<file path="config.mk">
export PLATFORM = sky130hd
export DESIGN_NAME = bitsliced_gf7_vector_alu
export DESIGN_NICKNAME = d
export VERILOG_FILES = /design/src/hdl/bgf7_pkg.sv /design/src/hdl/bitsliced_gf7_vector_alu.sv /design/src/hdl/bgf7_lane.sv /design/src/hdl/bgf7_merge.sv
export SDC_FILE = /design/constraint.sdc
export NUM_CORES = 2
export LEC_CHECK = 0
export BUFFER_PORTS_ARGS = -buffer_cell sky130_fd_sc_hd__clkbuf_2
export CAP_MARGIN = 20
export CORE_UTILIZATION = 30
export CTS_CLUSTER_DIAMETER = 100
export DETAILED_ROUTE_END_ITERATION = 6
export GPL_TIMING_DRIVEN = 0
export HOLD_SLACK_MARGIN = 0.08
export PLACE_DENSITY = 0.45
export SYNTH_ARGS = -nofsm -noshare
export SYNTH_HDL_FRONTEND = slang
export SYNTH_SLANG_ARGS = --single-unit
</file>
<file path="constraint.sdc">
create_clock -name i_clk -period 5.81 [get_ports i_clk]
set_input_delay 0.581 -clock i_clk [delete_from_list [all_inputs] [get_ports i_clk]]
set_output_delay 0.581 -clock i_clk [all_outputs]
set_load 0.1 [all_outputs]
</file>
<file path="src/hdl/bgf7_pkg.sv">
// Shared types, codes and GF(7) helper functions for the bitsliced GF(7) vector ALU.
`timescale 1ns / 1ps

package bgf7_pkg;

    // fixed plane width of every vector field
    localparam int VEC_W       = 64;
    // default number of active lanes
    localparam int LANES_DEF   = 64;
    // packed widths of the stream payloads
    localparam int IN_FIELDS_W = 3 + 6 * VEC_W;
    localparam int IN_TDATA_W  = ((IN_FIELDS_W + 7) / 8) * 8;
    localparam int OUT_TDATA_W = 3 * VEC_W;
    localparam int KIND_W      = 2;

    // one GF(7) element, patterns 0..7
    typedef logic [2:0] t_gf7;

    // operation codes carried in tuser
    localparam logic [KIND_W-1:0] KIND_ADD       = 2'd0;
    localparam logic [KIND_W-1:0] KIND_SCALE     = 2'd1;
    localparam logic [KIND_W-1:0] KIND_ADD_SCALE = 2'd2;
    // unused code, behaves as add
    localparam logic [KIND_W-1:0] KIND_RSVD      = 2'd3;

    // handshake state of the output register
    typedef struct packed {
        logic load;   // capture a new beat
        logic valid;  // beat held in the output register
    } t_out_ctl;

    // pattern 7 stands for 0
    function automatic t_gf7 gf7_canon(input t_gf7 v);
        gf7_canon = (v == 3'd7) ? 3'd0 : v;
    endfunction

    // sum of two canonical elements, reduced once
    function automatic t_gf7 gf7_add(input t_gf7 x, input t_gf7 y);
        logic [3:0] s;
        s = {1'b0, x} + {1'b0, y};
        if (s >= 4'd7) begin
            s = s - 4'd7;
        end
        gf7_add = s[2:0];
    endfunction

    // product of two canonical elements; 8 is 1 mod 7 so fold the high bits
    function automatic t_gf7 gf7_mul(input t_gf7 x, input t_gf7 y);
        logic [5:0] p;
        logic [3:0] f;
        p = {3'b000, x} * {3'b000, y};
        f = {1'b0, p[5:3]} + {1'b0, p[2:0]};
        if (f >= 4'd7) begin
            f = f - 4'd7;
        end
        gf7_mul = f[2:0];
    endfunction

endpackage

</file>
<file path="src/hdl/bitsliced_gf7_vector_alu.sv">
// Top level of the bitsliced GF(7) vector ALU: lane array, merge and output handshake.
//
//  Channel  Dir  tdata (low bit up)                                  tuser
//  s        in   scalar[3], a_units, a_middle, a_sign, b_units,      kind[2]
//                b_middle, b_sign (64 each), zero pad to 392
//  m        out  r_units, r_middle, r_sign (64 each)                 -
//
// One beat per cycle sustained while the output is not stalled; each result
// appears in the cycle after its input beat, held in the single output register
// behind the lane logic. The input is ready whenever the output register is empty
// or being drained, so a stalled output holds its beat and blocks the input only while
// full. Reset clears the output valid flag; the payload register is not reset.
`timescale 1ns / 1ps

module bitsliced_gf7_vector_alu #(
    parameter int LANES = bgf7_pkg::LANES_DEF
) (
    input  logic                               i_clk,
    input  logic                               i_rst_n,
    // scalar, a_units, a_middle, a_sign, b_units, b_middle, b_sign, pad
    input  logic [bgf7_pkg::IN_TDATA_W-1:0]    i_s_tdata,
    // kind
    input  logic [bgf7_pkg::KIND_W-1:0]        i_s_tuser,
    input  logic                               i_s_tvalid,
    output logic                               o_s_tready,
    // r_units, r_middle, r_sign
    output logic [bgf7_pkg::OUT_TDATA_W-1:0]   o_m_tdata,
    output logic                               o_m_tvalid,
    input  logic                               i_m_tready
);

    localparam int VW = bgf7_pkg::VEC_W;
    localparam logic [VW-1:0] LANE_MASK =
        (LANES >= VW) ? {VW{1'b1}} : ((VW'(1) << LANES) - VW'(1));

    logic [VW-1:0] a_u, a_m, a_s, b_u, b_m, b_s;
    logic [2:0]    scalar;
    logic [VW-1:0] r_u, r_m, r_s;

    bgf7_pkg::t_gf7 [LANES-1:0] lane_r;
    bgf7_pkg::t_out_ctl         ctl;

    logic r_valid;
    logic n_valid;

    // unpack the input beat
    assign scalar = i_s_tdata[2:0];
    assign a_u    = i_s_tdata[3 +      VW-1 : 3];
    assign a_m    = i_s_tdata[3 + 2 * VW-1 : 3 +     VW];
    assign a_s    = i_s_tdata[3 + 3 * VW-1 : 3 + 2 * VW];
    assign b_u    = i_s_tdata[3 + 4 * VW-1 : 3 + 3 * VW];
    assign b_m    = i_s_tdata[3 + 5 * VW-1 : 3 + 4 * VW];
    assign b_s    = i_s_tdata[3 + 6 * VW-1 : 3 + 5 * VW];

    // lane array
    genvar g;
    generate
        for (g = 0; g < LANES; g++) begin : g_lane
            bgf7_lane u_lane (
                .i_kind   (i_s_tuser),
                .i_scalar (scalar),
                .i_a      ({a_s[g], a_m[g], a_u[g]}),
                .i_b      ({b_s[g], b_m[g], b_u[g]}),
                .o_r      (lane_r[g])
            );
        end
    endgenerate

    // output register handshake
    assign o_s_tready = !r_valid || i_m_tready;
    assign ctl.load   = i_s_tvalid && o_s_tready;
    assign ctl.valid  = r_valid;

    always_comb begin
        n_valid = r_valid;
        if (ctl.load) begin
            n_valid = 1'b1;
        end else if (i_m_tready) begin
            n_valid = 1'b0;
        end
    end

    always_ff @(posedge i_clk) begin
        if (!i_rst_n) begin
            r_valid <= 1'b0;
        end else begin
            r_valid <= n_valid;
        end
    end

    // merge lanes into planes
    bgf7_merge #(
        .LANES (LANES)
    ) u_merge (
        .i_clk    (i_clk),
        .i_ctl    (ctl),
        .i_lane_r (lane_r),
        .o_units  (r_u),
        .o_middle (r_m),
        .o_sign   (r_s)
    );

    assign o_m_tdata  = {r_s, r_m, r_u};
    assign o_m_tvalid = ctl.valid;

    // an accepted beat is always presented next cycle
    a_accept_shows: assert property (@(posedge i_clk) disable iff (!i_rst_n)
        (i_s_tvalid && o_s_tready) |=> o_m_tvalid)
        else $error("accepted beat not presented");

    // no result lane carries the non-canonical pattern
    a_canonical: assert property (@(posedge i_clk) disable iff (!i_rst_n)
        o_m_tvalid |-> ((r_u & r_m & r_s) == '0))
        else $error("result lane holds pattern seven");

    // lanes above the active count stay zero
    a_idle_lanes: assert property (@(posedge i_clk) disable iff (!i_rst_n)
        o_m_tvalid |-> (((r_u | r_m | r_s) & ~LANE_MASK) == '0))
        else $error("inactive lane is not zero");

endmodule

</file>
<file path="src/hdl/bgf7_lane.sv">
// One GF(7) lane: add, scale, or add then scale.
`timescale 1ns / 1ps

module bgf7_lane (
    input  logic [bgf7_pkg::KIND_W-1:0] i_kind,
    input  bgf7_pkg::t_gf7              i_scalar,
    input  bgf7_pkg::t_gf7              i_a,
    input  bgf7_pkg::t_gf7              i_b,
    output bgf7_pkg::t_gf7              o_r
);

    bgf7_pkg::t_gf7 x;
    bgf7_pkg::t_gf7 y;
    bgf7_pkg::t_gf7 k;
    bgf7_pkg::t_gf7 sum;

    // canonical operands, scalar 7 counts as 0
    assign x   = bgf7_pkg::gf7_canon(i_a);
    assign y   = bgf7_pkg::gf7_canon(i_b);
    assign k   = bgf7_pkg::gf7_canon(i_scalar);
    assign sum = bgf7_pkg::gf7_add(x, y);

    // operation select; the unused code falls back to add
    always_comb begin
        case (i_kind)
            bgf7_pkg::KIND_SCALE:     o_r = bgf7_pkg::gf7_mul(x, k);
            bgf7_pkg::KIND_ADD_SCALE: o_r = bgf7_pkg::gf7_mul(sum, k);
            default:                  o_r = sum;
        endcase
    end

endmodule

</file>
<file path="src/hdl/bgf7_merge.sv">
// Gathers lane results back into bit planes and holds them in the output register.
`timescale 1ns / 1ps

module bgf7_merge #(
    parameter int LANES = bgf7_pkg::LANES_DEF
) (
    input  logic                         i_clk,
    input  bgf7_pkg::t_out_ctl           i_ctl,
    input  bgf7_pkg::t_gf7 [LANES-1:0]   i_lane_r,
    output logic [bgf7_pkg::VEC_W-1:0]   o_units,
    output logic [bgf7_pkg::VEC_W-1:0]   o_middle,
    output logic [bgf7_pkg::VEC_W-1:0]   o_sign
);

    logic [bgf7_pkg::VEC_W-1:0] n_units;
    logic [bgf7_pkg::VEC_W-1:0] n_middle;
    logic [bgf7_pkg::VEC_W-1:0] n_sign;
    logic [bgf7_pkg::VEC_W-1:0] r_units;
    logic [bgf7_pkg::VEC_W-1:0] r_middle;
    logic [bgf7_pkg::VEC_W-1:0] r_sign;

    // bit-plane transpose; unused lanes read as zero
    genvar g;
    generate
        for (g = 0; g < bgf7_pkg::VEC_W; g++) begin : g_plane
            if (g < LANES) begin : g_act
                assign n_units[g]  = i_lane_r[g][0];
                assign n_middle[g] = i_lane_r[g][1];
                assign n_sign[g]   = i_lane_r[g][2];
            end else begin : g_off
                assign n_units[g]  = 1'b0;
                assign n_middle[g] = 1'b0;
                assign n_sign[g]   = 1'b0;
            end
        end
    endgenerate

    // payload register, loaded on each accepted beat
    always_ff @(posedge i_clk) begin
        if (i_ctl.load) begin
            r_units  <= n_units;
            r_middle <= n_middle;
            r_sign   <= n_sign;
        end
    end

    assign o_units  = r_units;
    assign o_middle = r_middle;
    assign o_sign   = r_sign;

endmodule
</file>
After elaboration in Yosys (flattened, before gate mapping)
Cells that the tools add are included.

storage, ports and cells
  register bits = 193
  input bits = 398
  output and inout bits = 194
  logic and storage cells = 1230

cells by class
  $add $sub $neg = 384
  multipliers = 128
  $lt $le $gt $ge = 192
  eq/ne operators = 131
  mux-type cells = 387
  reduce and logical (&&, ||, !) cells = 4

operators by type and width
  kind                                                                    number
  3-bit two-way mux                                                       321
  3-bit by 3-bit adder with 4-bit output                                  192
  4-bit by 3-bit >= comparator with 1-bit output (second input constant)  192
  3-bit by 3-bit multiplier with 6-bit output                             128
  3-bit subtractor (second input constant)                                192
  3-bit == test (second input constant)                                   129
  3-bit case mux with 2 select lines                                      64
  2-bit by 1-bit == test with 1-bit output (second input constant)        1
  2-bit == test (second input constant)                                   1
  1-bit two-way mux                                                       2
  2-bit nonzero test                                                      1
  1-bit logical AND                                                       1
  1-bit logical NOT                                                       1
  1-bit logical OR                                                        1

Depth between registers and ports, before layout
  depth in word-level cells = 10
  gate-level depth with buffers = 25
  gate-level depth less buffers = 25

Modules after synthesis
From an unflattened synthesis, not the netlist that was laid out.

second synthesis, totals
  cells, all modules = 7963
  area total of the unflattened synthesis = 66907.9 um2

by module, submodules not included
  module                              times used  cells an instance  area each (um2)  seq. area each (um2)
  bgf7_lane at g_lane[0].u_lane ...   50          121                948.4            0.0
  bgf7_lane at g_lane[55].u_lane ...  13          123                978.4            0.0
  bgf7_merge                          1           192                5765.5           5765.5
  bgf7_lane at g_lane[9].u_lane       1           117                944.7            0.0
  bitsliced_gf7_vector_alu            1           5                  57.6             20.0

Least setup slack after synthesis
Ideal clock, no wire load.

  path type = register to register
  start = register r_valid, in the netlist o_m_tvalid
  end = register u_merge.r_middle (netlist bit u_merge.o_middle[0]) (enable)
  setup time = 0.574 ns
  data arrival time = 6.038 ns
  data required time = 5.236 ns
  path slack = -0.803 ns
  cell stages (with the launch flop) = 3
  buffers on the path = 0
  period minus slack after synthesis = 6.613 ns
  path through = dfxtp_1 nand2b_1 and2_1

on the way
  longest elaborated chain between the ends = 3

RTL lines
  item                    RTL line                        RTL
  from (decl)             bitsliced_gf7_vector_alu.sv:43  logic r_valid;
  from (signal assigned)  bitsliced_gf7_vector_alu.sv:87  r_valid <= n_valid;
  1-bit logical NOT       bitsliced_gf7_vector_alu.sv:70  assign o_s_tready = !r_valid || i_m_tready;
  1-bit logical OR        bitsliced_gf7_vector_alu.sv:70
  named net o_s_tready    bitsliced_gf7_vector_alu.sv:25  output logic o_s_tready,
  1-bit logical AND       bitsliced_gf7_vector_alu.sv:71  assign ctl.load = i_s_tvalid && o_s_tready;
  to (signal assigned)    bgf7_merge.sv:42                r_middle <= n_middle;
  to (decl)               bgf7_merge.sv:19                logic [bgf7_pkg::VEC_W-1:0] r_middle;

The timed path passes the listed nets, and every way through them passes these cells.
A chain may end at the register's enable or synchronous reset.

Worst setup path in the final report
  start = input port i_s_tdata[370] (netlist bit)
  end = register u_merge.r_units (netlist bit u_merge.o_units[47]) (data pin)

on the way
  longest elaborated chain between the ends = 10
  elaborated cells on any way between the ends = 12
  classes of those cells = add/sub (4); mul (1); order compare (2); eq/ne (1); mux (4)

RTL lines
  item                                                                                RTL line                        RTL
  from (decl)                                                                         bitsliced_gf7_vector_alu.sv:21  input logic [bgf7_pkg::IN_TDATA_W-1:0] i_s_tdata,
  3-bit == test                                                                       bgf7_pkg.sv:34                  gf7_canon = (v == 3'd7) ? 3'd0 : v;
  3-bit two-way mux *                                                                 bgf7_pkg.sv:34
  3-bit by 3-bit adder with 4-bit output *                                            bgf7_pkg.sv:40                  s = {1'b0, x} + {1'b0, y};
  4-bit by 3-bit >= comparator with 1-bit output or 3-bit subtractor (tied branches)  bgf7_pkg.sv:41, bgf7_pkg.sv:42
  3-bit two-way mux *                                                                 bgf7_pkg.sv:41                  if (s >= 4'd7) begin
  3-bit by 3-bit multiplier with 6-bit output                                         bgf7_pkg.sv:51                  p = {3'b000, x} * {3'b000, y};
  3-bit by 3-bit adder with 4-bit output                                              bgf7_pkg.sv:52                  f = {1'b0, p[5:3]} + {1'b0, p[2:0]};
  4-bit by 3-bit >= comparator with 1-bit output or 3-bit subtractor (tied branches)  bgf7_pkg.sv:53, bgf7_pkg.sv:54
  3-bit two-way mux                                                                   bgf7_pkg.sv:53                  if (f >= 4'd7) begin
  3-bit case mux with 2 select lines *                                                bgf7_lane.sv:25                 case (i_kind)
  named net g_lane[47].u_lane.o_r[0]                                                  bgf7_lane.sv:9                  output bgf7_pkg::t_gf7 o_r
  to (signal assigned)                                                                bgf7_merge.sv:41                r_units <= n_units;
  to (decl)                                                                           bgf7_merge.sv:18                logic [bgf7_pkg::VEC_W-1:0] r_units;

Mark *: on every way through the listed nets, which the timed path passes. The rest lies on a longest branch.

==> results.txt <==
The clock transition at the registers of the reported paths is ~0.090 ns. The number of nets produced by synthesis is 9659. The via count of the first global-routing pass came to 56200.

The endpoint required time on the critical path is 6.11 ns. Summing over every cut layer, the via total after detailed routing is 56400. Setup violations remaining at the end of the flow were counted as 0. The overall overflow remaining after global route is 0. The worst supply voltage drop on vdd came out at 0.293 mV. After floorplanning, the core was sized to cover 207000 um^2. The flow ran to the end, and the final reports show no timing, DRC or antenna violations.

The sequential share of the synthesized area came out at 0.0925. The final critical path time including I/O delays and setup is 5.75 ns. The total of hold buffers inserted after clock tree synthesis is 0. The later pin in the worst-skew pair is clocked with a latency of 0.62 ns. The last weighted congestion value of the routability-driven placer came out at just under 0.9. The count of distinct cell types in the synthesized netlist is 36. The violation count after the first detailed-routing iteration came out at ~3300. For the final database, setup skew stands at 0.0362 ns. The most area-hungry cell type in the Yosys netlist is sky130_fd_sc_hd__ha_1. The register bit total from synthesis is 193.

For this run, the slowest stage of the critical path takes 0.76 ns. The analysis attributes to cell leakage a power of 41.8 nW. The cell with the largest stage delay on the worst path is sky130_fd_sc_hd__a21boi_0.

The maximum number of pins on one net before global-route repair is 54. Of the post-synthesis cell area, the dominant cell type holds 0.282. The critical path is of the in2reg type. The global-route wire length before repair came out at roughly 370000 um.

The total power per unit cell area came out at ~240 nW/um^2. Of the available clock period, the critical path in the final layout requires 0.990. The max-slew headroom at the worst pin came out at 0.133. The H-tree level count came out at 4. The maximum frequency from static timing analysis is 174 MHz.

Setup repair after global routing could not meet its margin everywhere. The nature of the critical path startpoint is an input port. The starting density of the core is 0.302. The worst register-to-register path begins at o_m_tvalid$_SDFFE_PN0P_. The number of buffers created by CTS is 17. The I/O pin total came out at just under 600. The share of the core filled with cells came out at 0.350. Of all nets on the critical path, the largest fanout is 5. The tightest min-delay check is of the in2reg type. In this run, synthesis inferred 192 flip-flops with an integrated enable. Walking the worst path, the cells encountered are clkbuf_2 > a21boi_0 > ha_1 > xnor2_1 > a221oi_4 > mux2i_2 > nand2_1 > fa_1 > inv_1 > ha_1 > fa_1 > ha_1 > fa_1 > ha_1 > a221oi_2 > xnor2_1 > a22oi_1 > o21ai_2.

The area overhead of the layout relative to synthesis is 16.0%. The initialized floorplan defines 167 standard-cell rows. The area of the die came out at 210000 um^2. The number of pins exceeding their max-slew limit in the final report came out at 0. The number of routed nets with antenna violations is 0.

The die boundary width came out at 459 um. The number of antenna violations at the first check in global routing came out at 48. The kind of cell with the highest combined delay along the critical path is adder cells. The maximum buffer depth of the clock tree came out at 2.

The synthesized area came out at about 63000 um^2. The global router's overall resource usage is 0.242. By instance count, the cell type seen most on the critical path is sky130_fd_sc_hd__ha_1. The number of warnings reported in the yosys synthesis log came out at 0. The first TritonRoute pass finished after 6 iterations. The most used flip-flop cell after synthesis is sky130_fd_sc_hd__edfxtp_1. Tracing the worst setup path back leads to its startpoint at i_s_tdata[370]. The category of the worst setup path capture point is a flop. The clock root buffer master is sky130_fd_sc_hd__clkbuf_16. The CTS tree is built. The share of synthesized registers carrying an async set or reset came out at 0.

The top cell types in the final layout, fill and taps aside, are sky130_fd_sc_hd__ha_1 (1408), sky130_fd_sc_hd__nor2_1 (1066), sky130_fd_sc_hd__inv_1 (856), sky130_fd_sc_hd__nand2_1 (715), sky130_fd_sc_hd__clkbuf_2 (639). The slew of the pin with the lowest slew margin came out at 1.30 ns. The max capacitance violation total came out at 0. The mean instance size in the synthesized netlist is roughly 8.4 um^2.

The final hold violation count came out at 0. Leaving out fill and tap cells, the most frequent cell in the layout is sky130_fd_sc_hd__ha_1. The detailed placement HPWL is between 200000 and 250000 um. The number of I/O port buffers is 586. After technology mapping, the gate count stands at 7403.

After detailed routing, the number of vias per cell comes to 5.16. The average wire per cell in the routed design is 23.6 um. The final layout contains 10400 nets. CTS saw 193 sinks. After detailed routing, the number of remaining DRC violations is 0.

The worst path arrival time came out at roughly 6.1 ns. The total buffers and inverters traversed by the critical path is 2. The routed design has 258000 um of wire. The startpoint identified for the worst hold timing path is i_rst_n. Sorting the synthesized cells by area gives the leading types as sky130_fd_sc_hd__ha_1 (28%), sky130_fd_sc_hd__fa_1 (14%), sky130_fd_sc_hd__edfxtp_1 (9.2%). The design draws approximately 18 mW. In this run the vertical extent of the chip is 459 um. The share of post-route cells with drive strength above 1 came out at 0.130.
repair_timing:
action / 4_1_cts / 5_1_grt
setup endpoints to repair: 53 / 107
buffers inserted: 10 / 40
cloned: 0 / 0
gates resized for setup: 75 / 219
pin swaps: 8 / 56
endpoints found under the hold margin: 0 / 0
metrics by stage:
step / hold WS (ns) / setup WS, ns / std cells / setup TNS, ns / cell area, um^2
2_1_floorplan: 0.720 / 0.181 / 7403 / 0 / 62600
3_3_place_gp: 0.503 / -1.96 / 10800 / -194.47 / 69000
3_5_place_dp: 0.537 / -1.15 / 10800 / -93.85 / 70100
4_1_cts: 0.172 / 0.000854 / 10900 / 0 / 71000
5_1_grt: 0.206 / -0.0611 / 10900 / -0.399 / 72500
6_report: 0.219 / 0.0561 / 10900 / 0 / 72500
synth_stat cells (15+ instances only):
master,count
sky130_fd_sc_hd__ha_1,1410
sky130_fd_sc_hd__nor2_1,1070
sky130_fd_sc_hd__inv_1,856
sky130_fd_sc_hd__nand2_1,728
sky130_fd_sc_hd__a21o_1,491
sky130_fd_sc_hd__fa_1,448
sky130_fd_sc_hd__xor2_1,338
sky130_fd_sc_hd__a21oi_1,269
sky130_fd_sc_hd__mux2i_1,201
sky130_fd_sc_hd__edfxtp_1,192
sky130_fd_sc_hd__xnor2_1,192
sky130_fd_sc_hd__clkbuf_1,172
sky130_fd_sc_hd__a21boi_0,159
sky130_fd_sc_hd__a221oi_1,141
sky130_fd_sc_hd__nand2b_1,141
sky130_fd_sc_hd__o221ai_1,99
sky130_fd_sc_hd__o21ai_1,92
sky130_fd_sc_hd__and2_1,63
sky130_fd_sc_hd__nand3_1,59
sky130_fd_sc_hd__a211oi_1,54
sky130_fd_sc_hd__a21boi_1,43
sky130_fd_sc_hd__o21ai_0,29
sky130_fd_sc_hd__a221oi_2,19
sky130_fd_sc_hd__and3_1,19
sky130_fd_sc_hd__a221oi_4,18
sky130_fd_sc_hd__a22oi_1,18
sky130_fd_sc_hd__buf_1,16
sky130_fd_sc_hd__mux2_2,16
sky130_fd_sc_hd__mux2_1,15
sky130_fd_sc_hd__o22a_1,15
path summary, 6_finish.rpt:
kind / endpoint / slack, ns / cells past startpoint
setup / recovery: u_merge.o_units[47]$_DFFE_PP_ / 0.06 / 18
hold / removal: o_m_tvalid$_SDFFE_PN0P_ / 0.22 / 2
setup reg to reg: u_merge.o_units[33]$_DFFE_PP_ / 3.30 / 5
hold reg to reg: o_m_tvalid$_SDFFE_PN0P_ / 0.54 / 2
state kept, by name, summed over array words and instances, names as in the netlist:
| signal | cells |
|---|---|
| u_merge.o_middle | 64 |
| u_merge.o_units | 64 |
| o_m_tvalid | 1 |
| u_merge.o_sign | 64 |
worst reg2reg max path, stage by stage, from the launching register on:
cell	delay, ns
sky130_fd_sc_hd__dfxtp_1	0.31
sky130_fd_sc_hd__nand2b_1	0.10
sky130_fd_sc_hd__and2_4	0.66
sky130_fd_sc_hd__buf_16	0.35
sky130_fd_sc_hd__buf_16	0.31
sky130_fd_sc_hd__buf_16	0.39
per-layer routing:
metal | track usage | routed length, um | vias up
met1 | 0.308 | 112000 | 27800
met5 | 0 | 116 | -
li1 | - | - | 26800
met4 | 0.103 | 11400 | 20
met3 | 0.0303 | 13400 | 328
met2 | 0.407 | 122000 | 1418
where the power goes:
part / total (mW) / switching [mW] / internal, mW / leakage [nW]
clock: 1.42 / 0.816 / 0.608 / 0.288
sequential: 2.03 / 0.135 / 1.90 / 1.91
combinational: 14.2 / 9.04 / 5.11 / 39.6
logic make-up after synthesis:
group | Yosys count | synth area share
and+or+nand+nor | 2086 | 0.136
DFF | 193 | 0.0925
muxes | 232 | 0.0377
buffers and inverters | 1053 | 0.0633
AOI/OAI and AO/OA | 1451 | 0.171
adders and majority gates | 1858 | 0.425
xor gates and xnor gates | 530 | 0.0742
final cells by class:
class                      instances  area, um^2
fill                           21600      135000
clock inverter                    15         153
multi-input combinational       6157       54200
clock buffer                      17         425
timing repair buffer             692        4340
antenna                           25        62.6
tap                             2788        3490
buffer                           196         842
inverter                         857        3220
sequential                       193        5790
Power figures use the tool's default switching activity.
